[config.mk]
export PLATFORM = sky130hd
export DESIGN_NAME = positional_list_engine
export DESIGN_NICKNAME = d
export VERILOG_FILES = /design/src/hdl/ple_pkg.sv /design/src/hdl/ple_ctrl.sv /design/src/hdl/ple_dp.sv /design/src/hdl/positional_list_engine.sv
export SDC_FILE = /design/constraint.sdc
export NUM_CORES = 2
export LEC_CHECK = 0
export BUFFER_PORTS_ARGS = -buffer_cell sky130_fd_sc_hd__buf_2
export CAP_MARGIN = 10
export CORE_MARGIN = 2
export CORE_UTILIZATION = 60
export CTS_CLUSTER_SIZE = 16
export DETAILED_ROUTE_END_ITERATION = 8
export PLACE_DENSITY_LB_ADDON = 0.2
export SLEW_MARGIN = 20
export SYNTH_ARGS = -nofsm -noshare
export SYNTH_HDL_FRONTEND = slang
export SYNTH_SLANG_ARGS = --single-unit
[constraint.sdc]
create_clock -name i_clk -period 5.85 [get_ports i_clk]
set_input_delay 1.17 -clock i_clk [delete_from_list [all_inputs] [get_ports i_clk]]
set_output_delay 1.17 -clock i_clk [all_outputs]
set_load 0.05 [all_outputs]
[src/hdl/ple_pkg.sv]
package ple_pkg;

    // Command codes carried in the input transaction
    typedef enum logic [2:0] {
        CMD_APPEND    = 3'd0,
        CMD_PREPEND   = 3'd1,
        CMD_INS_POS   = 3'd2,
        CMD_DUMP      = 3'd3,
        CMD_UPDATE    = 3'd4,
        CMD_DEL_FRONT = 3'd5,
        CMD_DEL_END   = 3'd6,
        CMD_DEL_POS   = 3'd7
    } t_cmd;

    // Result status codes
    typedef enum logic [1:0] {
        ST_OK     = 2'd0,
        ST_BADPOS = 2'd1,
        ST_EMPTY  = 2'd2,
        ST_FULL   = 2'd3
    } t_status;

    typedef struct packed {
        t_cmd               cmd;
        logic [7:0]         position;
        logic signed [31:0] value;
    } t_in;

    typedef struct packed {
        t_status            status;
        logic signed [31:0] element;
        logic               last;
    } t_out;

    // Controller states
    typedef enum logic [3:0] {
        S_IDLE,
        S_EVAL,
        S_INS,
        S_INS_WR,
        S_DEL,
        S_DEL_WR,
        S_DMP_RD,
        S_DMP_OUT,
        S_FIN
    } t_state;

    typedef enum logic [1:0] {
        IDX_HOLD,
        IDX_LOAD,
        IDX_INC,
        IDX_DEC
    } t_idx_op;

    typedef enum logic [1:0] {
        CNT_HOLD,
        CNT_INC,
        CNT_DEC
    } t_cnt_op;

    typedef enum logic [1:0] {
        RA_IDX,
        RA_IDX_M1,
        RA_IDX_P1
    } t_rsel;

    typedef enum logic {
        W_SHIFT,
        W_VALUE
    } t_wsel;

    typedef enum logic {
        O_STATUS,
        O_DUMP
    } t_osel;

    // Commands from controller to datapath
    typedef struct packed {
        logic    ld;
        logic    st_ld;
        t_idx_op idx_op;
        logic    rd_en;
        t_rsel   rd_sel;
        logic    wr_en;
        t_wsel   wr_sel;
        t_cnt_op cnt_op;
        logic    out_ld;
        t_osel   out_sel;
    } t_ctl;

    // Status from datapath to controller
    typedef struct packed {
        t_cmd    cmd;
        t_status chk;
        logic    at_tgt;
        logic    shift_done;
        logic    dump_last;
        logic    out_free;
    } t_sts;

endpackage

[src/hdl/ple_ctrl.sv]
module ple_ctrl
    import ple_pkg::*;
(
    input  logic   i_clk,
    input  logic   i_rst_n,
    input  logic   i_in_valid,
    input  t_sts   i_sts,
    output t_ctl   o_ctl,
    output logic   o_ready,
    output t_state o_state
);

    t_state r_state;
    t_state n_state;

    // State register
    always_ff @(posedge i_clk) begin
        if (!i_rst_n) begin
            r_state <= S_IDLE;
        end else begin
            r_state <= n_state;
        end
    end

    // Next state
    always_comb begin
        n_state = r_state;
        case (r_state)
            S_IDLE: begin
                if (i_in_valid) n_state = S_EVAL;
            end
            S_EVAL: begin
                if (i_sts.chk != ST_OK) begin
                    n_state = S_FIN;
                end else begin
                    case (i_sts.cmd)
                        CMD_APPEND, CMD_PREPEND, CMD_INS_POS: n_state = S_INS;
                        CMD_DUMP:                             n_state = S_DMP_RD;
                        CMD_DEL_FRONT, CMD_DEL_POS:           n_state = S_DEL;
                        default:                              n_state = S_FIN;
                    endcase
                end
            end
            S_INS:     n_state = i_sts.at_tgt ? S_FIN : S_INS_WR;
            S_INS_WR:  n_state = S_INS;
            S_DEL:     n_state = i_sts.shift_done ? S_FIN : S_DEL_WR;
            S_DEL_WR:  n_state = S_DEL;
            S_DMP_RD:  n_state = S_DMP_OUT;
            S_DMP_OUT: begin
                if (i_sts.out_free) n_state = i_sts.dump_last ? S_IDLE : S_DMP_RD;
            end
            S_FIN: begin
                if (i_sts.out_free) n_state = S_IDLE;
            end
            default:   n_state = S_IDLE;
        endcase
    end

    // Command outputs
    always_comb begin
        o_ctl   = '{ld: 1'b0, st_ld: 1'b0, idx_op: IDX_HOLD, rd_en: 1'b0, rd_sel: RA_IDX,
                    wr_en: 1'b0, wr_sel: W_SHIFT, cnt_op: CNT_HOLD, out_ld: 1'b0,
                    out_sel: O_STATUS};
        o_ready = 1'b0;
        case (r_state)
            S_IDLE: begin
                o_ready  = 1'b1;
                o_ctl.ld = i_in_valid;
            end
            S_EVAL: begin
                o_ctl.st_ld = 1'b1;
                if (i_sts.chk == ST_OK) begin
                    case (i_sts.cmd)
                        CMD_UPDATE: begin
                            o_ctl.wr_en  = 1'b1;
                            o_ctl.wr_sel = W_VALUE;
                        end
                        CMD_DEL_END: o_ctl.cnt_op = CNT_DEC;
                        default:     o_ctl.idx_op = IDX_LOAD;
                    endcase
                end
            end
            S_INS: begin
                if (i_sts.at_tgt) begin
                    o_ctl.wr_en  = 1'b1;
                    o_ctl.wr_sel = W_VALUE;
                    o_ctl.cnt_op = CNT_INC;
                end else begin
                    o_ctl.rd_en  = 1'b1;
                    o_ctl.rd_sel = RA_IDX_M1;
                end
            end
            S_INS_WR: begin
                o_ctl.wr_en  = 1'b1;
                o_ctl.idx_op = IDX_DEC;
            end
            S_DEL: begin
                if (i_sts.shift_done) begin
                    o_ctl.cnt_op = CNT_DEC;
                end else begin
                    o_ctl.rd_en  = 1'b1;
                    o_ctl.rd_sel = RA_IDX_P1;
                end
            end
            S_DEL_WR: begin
                o_ctl.wr_en  = 1'b1;
                o_ctl.idx_op = IDX_INC;
            end
            S_DMP_RD: o_ctl.rd_en = 1'b1;
            S_DMP_OUT: begin
                if (i_sts.out_free) begin
                    o_ctl.out_ld  = 1'b1;
                    o_ctl.out_sel = O_DUMP;
                    o_ctl.idx_op  = IDX_INC;
                end
            end
            S_FIN: begin
                if (i_sts.out_free) o_ctl.out_ld = 1'b1;
            end
            default: ;
        endcase
    end

    assign o_state = r_state;

endmodule

[src/hdl/ple_dp.sv]
module ple_dp
    import ple_pkg::*;
#(
    parameter int CAPACITY = 32
) (
    input  logic i_clk,
    input  logic i_rst_n,
    input  t_in  i_in,
    input  t_ctl i_ctl,
    input  logic i_out_stall,
    output t_sts o_sts,
    output logic o_out_valid,
    output t_out o_out
);

    localparam int CW = $clog2(CAPACITY + 1);
    localparam int IW = $clog2(CAPACITY);

    logic [31:0]        r_mem [CAPACITY];
    logic signed [31:0] r_rd;
    t_cmd               r_cmd;
    logic [7:0]         r_pos;
    logic signed [31:0] r_val;
    t_status            r_st;
    logic [CW-1:0]      r_cnt;
    logic [CW-1:0]      n_cnt;
    logic [CW-1:0]      r_idx;
    logic [CW-1:0]      n_idx;
    logic               r_out_valid;
    t_out               r_out;

    logic [7:0]    pos_m1;
    logic [CW-1:0] tgt;
    logic [CW-1:0] idx_p1;
    logic [CW-1:0] idx_m1;
    logic [8:0]    pos9;
    logic [8:0]    cnt9;
    logic          full;
    logic          empty;
    logic          bad_ins;
    logic          bad_pos;
    t_status       chk;
    logic [IW-1:0] rd_addr;
    logic [IW-1:0] wr_addr;
    logic [31:0]   wr_data;
    logic          out_free;

    // Latched command
    always_ff @(posedge i_clk) begin
        if (i_ctl.ld) begin
            r_cmd <= i_in.cmd;
            r_pos <= i_in.position;
            r_val <= i_in.value;
        end
        if (i_ctl.st_ld) r_st <= chk;
    end

    // Position and occupancy checks
    assign pos_m1  = r_pos - 8'd1;
    assign idx_p1  = r_idx + CW'(1);
    assign idx_m1  = r_idx - CW'(1);
    assign pos9    = {1'b0, r_pos};
    assign cnt9    = 9'(r_cnt);
    assign full    = (r_cnt == CW'(CAPACITY));
    assign empty   = (r_cnt == '0);
    assign bad_ins = (r_pos == 8'd0) || (pos9 > cnt9 + 9'd1);
    assign bad_pos = (r_pos == 8'd0) || (pos9 > cnt9);

    always_comb begin
        case (r_cmd)
            CMD_APPEND, CMD_PREPEND: chk = full ? ST_FULL : ST_OK;
            CMD_INS_POS:             chk = full ? ST_FULL : (bad_ins ? ST_BADPOS : ST_OK);
            CMD_DUMP, CMD_DEL_FRONT,
            CMD_DEL_END:             chk = empty ? ST_EMPTY : ST_OK;
            default:                 chk = bad_pos ? ST_BADPOS : ST_OK;
        endcase
    end

    // Zero-based slot the command works on
    always_comb begin
        case (r_cmd)
            CMD_APPEND:               tgt = r_cnt;
            CMD_PREPEND, CMD_DEL_FRONT: tgt = '0;
            default:                  tgt = pos_m1[CW-1:0];
        endcase
    end

    // Walking index
    always_comb begin
        case (i_ctl.idx_op)
            IDX_LOAD: begin
                case (r_cmd)
                    CMD_APPEND, CMD_PREPEND, CMD_INS_POS: n_idx = r_cnt;
                    CMD_DEL_FRONT, CMD_DEL_POS:           n_idx = tgt;
                    default:                              n_idx = '0;
                endcase
            end
            IDX_INC: n_idx = idx_p1;
            IDX_DEC: n_idx = idx_m1;
            default: n_idx = r_idx;
        endcase
    end

    always_ff @(posedge i_clk) begin
        r_idx <= n_idx;
    end

    // Element count
    always_comb begin
        case (i_ctl.cnt_op)
            CNT_INC: n_cnt = r_cnt + CW'(1);
            CNT_DEC: n_cnt = r_cnt - CW'(1);
            default: n_cnt = r_cnt;
        endcase
    end

    always_ff @(posedge i_clk) begin
        if (!i_rst_n) begin
            r_cnt <= '0;
        end else begin
            r_cnt <= n_cnt;
        end
    end

    // Element memory, one read and one write port
    always_comb begin
        case (i_ctl.rd_sel)
            RA_IDX_M1: rd_addr = idx_m1[IW-1:0];
            RA_IDX_P1: rd_addr = idx_p1[IW-1:0];
            default:   rd_addr = r_idx[IW-1:0];
        endcase
    end

    assign wr_addr = (i_ctl.wr_sel == W_VALUE) ? tgt[IW-1:0] : r_idx[IW-1:0];
    assign wr_data = (i_ctl.wr_sel == W_VALUE) ? r_val : r_rd;

    always_ff @(posedge i_clk) begin
        if (i_ctl.wr_en) r_mem[wr_addr] <= wr_data;
        if (i_ctl.rd_en) r_rd <= $signed(r_mem[rd_addr]);
    end

    // Output register
    assign out_free = !r_out_valid || !i_out_stall;

    always_ff @(posedge i_clk) begin
        if (!i_rst_n) begin
            r_out_valid <= 1'b0;
        end else if (i_ctl.out_ld) begin
            r_out_valid <= 1'b1;
        end else if (!i_out_stall) begin
            r_out_valid <= 1'b0;
        end
    end

    always_ff @(posedge i_clk) begin
        if (i_ctl.out_ld) begin
            if (i_ctl.out_sel == O_DUMP) begin
                r_out <= '{status: ST_OK, element: r_rd, last: (idx_p1 == r_cnt)};
            end else begin
                r_out <= '{status: r_st, element: 32'sd0, last: 1'b1};
            end
        end
    end

    assign o_sts = '{cmd: r_cmd, chk: chk, at_tgt: (r_idx == tgt),
                     shift_done: ({1'b0, idx_p1} >= {1'b0, r_cnt}),
                     dump_last: (idx_p1 == r_cnt), out_free: out_free};
    assign o_out_valid = r_out_valid;
    assign o_out       = r_out;

endmodule

[src/hdl/positional_list_engine.sv]
// Positional list engine: an ordered list of up to CAPACITY signed 32-bit
// values, addressed by 1-based position.
// Input channel: i_in_valid / o_in_stall carry one command transaction
// (cmd, position, value). Output channel: o_out_valid / i_out_stall carry
// result transactions (status, element, last).
// Each command gives one status result, except a dump of a non-empty list,
// which gives one result per element in order, with last set on the final one.
// One command is handled at a time; o_in_stall is low only while idle, so the
// next command is taken in the cycle after the last result of the previous one.
// A status-only command is evaluated, then its result is loaded from the finish
// state. An insert or delete shifts the list tail one element at a time, each
// by a memory read and then a write back. A dump reads each element and then
// loads it into the output register, one element after the other.
// A finished result waits in the output register; a new command is taken
// while it waits, and the engine only pauses when it must emit the next
// result into an occupied, stalled output register.
// Reset clears the element count and the output valid; stored values are
// left as they were and are never read before being written.
module positional_list_engine
    import ple_pkg::*;
#(
    parameter int CAPACITY = 32
) (
    input  logic i_clk,
    input  logic i_rst_n,
    input  logic i_in_valid,
    output logic o_in_stall,
    input  t_in  i_in,
    output logic o_out_valid,
    input  logic i_out_stall,
    output t_out o_out
);

    t_ctl   ctl;
    t_sts   sts;
    t_state state;
    logic   ready;

    ple_ctrl u_ctrl (
        .i_clk      (i_clk),
        .i_rst_n    (i_rst_n),
        .i_in_valid (i_in_valid),
        .i_sts      (sts),
        .o_ctl      (ctl),
        .o_ready    (ready),
        .o_state    (state)
    );

    ple_dp #(
        .CAPACITY (CAPACITY)
    ) u_dp (
        .i_clk       (i_clk),
        .i_rst_n     (i_rst_n),
        .i_in        (i_in),
        .i_ctl       (ctl),
        .i_out_stall (i_out_stall),
        .o_sts       (sts),
        .o_out_valid (o_out_valid),
        .o_out       (o_out)
    );

    assign o_in_stall = !ready;

`ifndef SYNTHESIS
    // A pending result is never overwritten
    a_no_overwrite: assert property (@(posedge i_clk) disable iff (!i_rst_n)
        ctl.out_ld |-> sts.out_free)
        else $error("result loaded into a stalled output register");

    // The element store is never written while idle
    a_no_idle_write: assert property (@(posedge i_clk) disable iff (!i_rst_n)
        (state == S_IDLE) |-> !ctl.wr_en)
        else $error("memory write while idle");

    // An accepted transaction closes the input until it is done
    a_busy_after_accept: assert property (@(posedge i_clk) disable iff (!i_rst_n)
        (i_in_valid && !o_in_stall) |=> o_in_stall)
        else $error("input accepted while a command is in progress");
`endif

endmodule

# Word-level counts from Yosys, hierarchy flattened
# Memory sizes are Yosys's and may differ from the RTL's. A register that Yosys moved wholly into a read port is not among the register bits.
# Cells that the tools add are included.
[word_totals] ff_bits=97 ram_bits=1024 inputBits=47 out_inout_bits=37 word_cells=121 memories=1
[op_classes] addsub=6 n_lt_le_gt_ge=3 n_eq_ne=29 mux=49 n_reduce_logical=22
[mem_list] memory="u_dp.r_mem" depth=32 word_bits=32 rd=1 rd_clocked_by_memory_dff=1 write_ports=1 line="ple_dp.sv:19" source="logic [31:0] r_mem [CAPACITY];"
[ops] operator="case mux 4 bit (9 select lines)" n=1
[ops] operator="case mux 6 bit (2 select lines)" n=3
[ops] operator="two-way mux 32 bit" n=1
[ops] operator="two-way mux 4 bit" n=8
[ops] operator="two-way mux 2 bit" n=9
[ops] operator="case mux 6 bit (3 select lines)" n=1
[ops] operator="subtractor 6 x 1 -> 6 bit, second input constant" n=3
[ops] operator="equality test 4 x 3 -> 1 bit, second input constant" n=4
[ops] operator="adder 6 x 1 -> 6 bit, second input constant" n=2
[ops] operator="equality test 3 bit, second input constant" n=4
[ops] operator="equality test 6 bit" n=2
[ops] operator="two-way mux 1 bit" n=12
[ops] operator="case mux 2 bit (3 select lines)" n=2
[ops] operator="case mux 4 bit (3 select lines)" n=1
[ops] operator="case mux 5 bit (2 select lines)" n=1
[ops] operator="OR reduction 2 bit" n=5
[ops] operator="two-way mux 3 bit" n=3
[ops] operator="equality test 2 bit, second input constant" n=4
[ops] operator="equality test 4 x 2 -> 1 bit, second input constant" n=2
[ops] operator="greater-than comparator 8 x 6 -> 1 bit" n=1
[ops] operator="greater-than comparator 8 x 7 -> 1 bit" n=1
[ops] operator="logical NOT 8 bit" n=1
[ops] operator="case mux 2 bit (4 select lines)" n=1
[ops] operator="adder 6 x 1 -> 7 bit, second input constant" n=1
[ops] operator="23 further kinds" n=36

# Logic depth before layout (Yosys ltp)
[depth] depth_word=11 ltp_mapped=23 ltp_nobuf=19

# Cells and area by module
# From an unflattened synthesis, not the netlist that was laid out.
[hier_totals] hier_cells=3258 hier_area_um2=46823.7
[modules_own_cells] module="ple_dp" instances=1 cells_per_inst=3190 area_each_um2=46350.7
[modules_own_cells] module="ple_ctrl" instances=1 cells_per_inst=67 area_each_um2=469.2
[modules_own_cells] module="positional_list_engine" instances=1 cells_per_inst=1 area_each_um2=3.8

# Worst setup path after synthesis
# No wires, ideal clock.
[synth_path] path_type="flip-flop to flip-flop" startpoint="register u_dp.r_idx[0]" endpoint="register u_dp.r_rd[0] (read register of u_dp.r_mem) (enable)" setup_ns=0.470 t_arrival_ns=4.706 setup_slack_ns=0.674 stages_incl_launch_ff=12 n_path_buf=1 period_less_slack_ns=5.176 cell_sequence="edfxtp_1 -> clkbuf_1 -> inv_1 -> ha_1 -> ha_1 -> a21o_1 -> a21o_1 -> a211o_1 -> a31o_2 -> inv_1 -> nand2_1 -> a21boi_0"
[synth_lines] element="from (decl)" line="ple_dp.sv:27" source="logic [CW-1:0] r_idx;"
[synth_lines] element="from (signal assigned)" line="ple_dp.sv:105" source="r_idx <= n_idx;"
[synth_lines] element="to (decl)" line="ple_dp.sv:20" source="logic signed [31:0] r_rd;"

# Worst setup path after layout
[layout_path] startpoint="register u_dp.r_pos[0]" endpoint="register u_dp.r_rd[26] (read register of u_dp.r_mem), data pin"
[layout_via] elab_chain_len=7 word_cells_on_any_way=9 classes_between="1 x add/sub; 3 x eq/ne; 5 x mux"
[layout_lines] element="from (decl)" line="ple_dp.sv:22" source="logic [7:0] r_pos;"
[layout_lines] element="from (signal assigned)" line="ple_dp.sv:52" source="r_pos <= i_in.position;"
[layout_lines] element="subtractor 6 x 1 -> 6 bit (*)" line="ple_dp.sv:59" source="assign pos_m1 = r_pos - 8'd1;"
[layout_lines] element="case mux 6 bit (2 select lines) (*)" line="ple_dp.sv:81" source="case (r_cmd)"
[layout_lines] element="equality test 6 bit (*)" line="ple_dp.sv:165" source="assign o_sts = '{cmd: r_cmd, chk: chk, at_tgt: (r_idx == tgt),"
[layout_lines] element="two-way mux 3 bit (*)" line="ple_ctrl.sv:84" source="if (i_sts.at_tgt) begin"
[layout_lines] element="case mux 2 bit (2 select lines)" line="ple_ctrl.sv:65" source="case (r_state)"
[layout_lines] element="equality test 2 bit or equality test 2 x 1 -> 1 bit (tied branches)" line="ple_dp.sv:127" source="case (i_ctl.rd_sel)"
[layout_lines] element="case mux 5 bit (2 select lines)" line="ple_dp.sv:127"
# Every way passes the cells marked *; elsewhere a longest branch is shown, timed or not.
# A chain may end at the register's enable or synchronous reset.

==> results.md <==
* Vias at 23.11k
* Synthesis warning total at 0
* Synth Flop Type: edfxtp_1
* Number of max-cap violations at 0
* Critical path class: reg2reg
* Power consumption at 17.23 mW
* Fill count at 4,669
* Largest area contributor in the netlist: edfxtp_1
* Tot GR Track Use at 27.74%
* Clock buffer depth at 3
* Max-slew headroom at 26.61%
* CP max stage delay at 0.61 ns
* Worst setup SP type: flop
* Most frequent cells in the layout: edfxtp_1, mux4_2, clkbuf_16, mux2_2, buf_2
* RSZ-0062 raised after global routing: false
* Register bit total from synthesis at 1,153
* DRC at 0
* Synth-to-Final Area Change at 13.29%
* Site Rows at 101
* Crit path from: u_dp.r_pos[0]
* CTS sink count at 1,153
* Hold path start: u_dp.r_rd[6]
* Sequential area share after synthesis at 75.22%
* Multi-input logic area at 11,100 sq um
* Pwr per Cell Area at 331.5 nW/um^2
* Vias in the first global route at 23.39k
* Clk Tree Root Cell: clkbuf_16
* Commonest non-fill, non-tap cell in the layout: edfxtp_1
* DP HPWL at 54,290 microns
* # setup viols final at 0
* Critical Path Fanout Max at 32
* CP required at 6.24 ns
* Port buffer count at 83
* Largest cells by area after synthesis: edfxtp_1, mux4_2, mux2_2, mux2i_1, ha_1
* Leak at 16.59 nW
* Synthesized Nets at 2,329
* Final #Nets at 2,481
* Hold endpoint: u_dp.o_out[7]
* R2R Setup Slk at 0.41 ns
* Clock slew at reported path FFs at 0.06 ns
* GPL Wtd Cong at 0.8637
* Setup TNS at 0 ns
* Slowest-stage cell, CP: or4_1
* Hold/Removal Path Class: reg2reg
* GR Overflow Total at 0
* DRT Wirelength at 106,400 microns
* Worst Reg-to-Reg Cells at 19
* CTS Buf Count at 112
* Ys async rst share at 0%
* Wirelength per Cell at 30.67 microns
* DIE HEIGHT at 280.5 microns
* N_diodes at 0
* Critical Path AT at 5.83 ns
* Worst r2r src: u_dp.r_pos[0]
* Share of cells above drive strength 1 at 29.02%
* Clock network latency to the later pin of the worst-skew pair at 0.68 ns
* Synth unique cells at 62
* Mean Syn Cell Area at 20.39 sq um
* Post-route ant nets at 0
* Drt pass-1 iters at 5
* Hold violation count in the final report at 0
* Hold buffer count at CTS at 0
* Core box area at 75,820 sq um
* First-pass GRT wire length at 155,900 microns
* I/O pins at 84
* Full die area at 78,700 sq um
* CTS H-tree lvls at 3
* Vias per inst at 6.661
* Number of synthesized flops with an enable pin at 1,142
* Peak VDD IR at 0.2965 mV
* Proportion of netlist area held by the largest area contributor at 74.74%
* Fin crit share at 92.98%
* Worst R2R End: u_dp.r_rd[26]
* WHS Path Cells at 1
* FF/Latch Area at 34,510 sq um
* Post-CTS sizing at 0
* Final Skew at 0.02258 ns
* Initial core utilization at 60.51%
* Max frequency at 183.8 MHz
* Outcome: completed
* Worst setup EP type: flop
* Initial antenna violation count at 0
* Die Span X at 280.5 microns
* Iter 0 DRT Violations at 2,947
* Mapped Cells at 2,250
* Fin crit period at 5.439 ns
* Post-Syn Area at 45,880 sq um
* Final slew viol count at 0
* Setup bufs post-CTS at 0
* Largest net degree at the start of global routing at 75
* Crit path cell chain: inv_1 > ha_1 > nor3b_1 > xor2_1 > a22oi_1 > o21ai_2 > xor2_1 > or4_1 > nand2_1 > inv_1 > ha_2 > nand2_1 > o21ai_4 > buf_12 > buf_12 > mux4_2 > mux2_2 > a21oi_1 > o21ai_0
* CTS tree: built
* Measured slew at the worst slew-check pin at 1.101 ns
sequential cells by signal, summed over array words and instances (netlist names):
signal and cells:
u_dp.o_out_valid 1, u_dp.r_mem 1024, u_dp.r_idx 6, u_dp.r_val 32
u_dp.r_cmd 3, u_dp.o_out 35, u_dp.r_rd 32, u_dp.r_st 2
u_ctrl.o_state 4, u_dp.r_cnt 6, u_dp.r_pos 8
worst max-delay path by stage:
stage	end	slack (ns)
2_1_floorplan	u_dp.r_rd[0]	0.67
3_3_place_gp	u_dp.r_rd[16]	0.50
3_5_place_dp	u_dp.r_rd[30]	0.29
4_1_cts	u_dp.r_rd[16]	0.25
5_1_grt	u_dp.r_rd[26]	0.02
6_report	u_dp.r_rd[26]	0.41
worst max-delay path, delay by kind of cell, from the launching register on:
family	cells	cell delay [ns]
AND/OR/NAND/NOR	4	1.15
AO/OA/AOI/OAI	5	0.82
multiplexers	2	0.81
buffers and inverters	4	0.76
adder cells (fa/ha/maj)	2	0.71
flip-flops	1	0.45
XOR/XNOR	2	0.41
area by class of cell:
cell class | count | share of cell area, %
inverters | 29 | 0.2094
clock inverters | 73 | 1.432
flip-flops and latches | 1153 | 66.40
repair buffers | 154 | 2.643
clock buffers | 130 | 5.604
multi-input cells | 952 | 21.36
well taps | 978 | 2.354
logic make-up (layout without fill, tap and decap cells):
family	Yosys count	after routing	synth area share [%]
flip-flops	1153	1153	75.22
multiplexers	426	426	16.54
AND/OR/NAND/NOR	274	274	2.831
AO/OA/AOI/OAI	193	193	2.670
buffers and inverters	145	386	1.325
adder cells (fa/ha/maj)	32	32	0.8890
XOR/XNOR	27	27	0.5318
stage by stage:
step / hold slack, ns / area (sq um) / utilization (%) / setup slack, ns / cells
3_5_place_dp: 0.5575 / 48320 / 63.72 / 0.2852 / 3266
5_1_grt: 0.5738 / 51980 / 68.56 / 0.01675 / 3469
2_1_floorplan: 0.5091 / 45880 / - / 0.6737 / 2250
3_3_place_gp: 0.5439 / 48300 / 63.70 / 0.5033 / 3265
4_1_cts: 0.5519 / 51970 / 68.54 / 0.2479 / 3469
6_report: 0.5558 / 51980 / 68.56 / 0.4108 / 3469
routing by layer:
metal | wire length [microns] | up-vias | GRT usage [%]
met4 | 2478 | 0 | 6.787
met5 | 0 | - | 0
li1 | - | 9557 | -
met2 | 53260 | 1214 | 45.69
met3 | 9397 | 194 | 5.163
met1 | 41250 | 12140 | 39.12
cell usage after synthesis, types with 4 or more instances:
cell         n
a21o_1       5
a21oi_1     60
a221oi_1     4
a22oi_1      8
a31oi_1      5
a32oi_1      4
and2_1      33
and3_1       8
buf_1       10
buf_2       36
clkbuf_1    66
dfxtp_1     11
edfxtp_1  1142
ha_1        31
inv_1       29
mux2_2      93
mux2i_1     74
mux4_2     256
nand2_1     63
nand2b_1     8
nand3_1     16
nand4_1      4
nor2_1      99
nor2b_1      7
nor3_1      16
nor3b_1      5
o211ai_1    33
o21ai_0     45
o22ai_1      4
xnor2_1     18
xor2_1       8
power breakdown:
group / internal [mW] / switching (mW)
Sequential: 9.08 / 0.0487
Clock: 4.14 / 3.03
Combinational: 0.407 / 0.535
Total: 13.6 / 3.61
(Power assumes the default switching activity.)
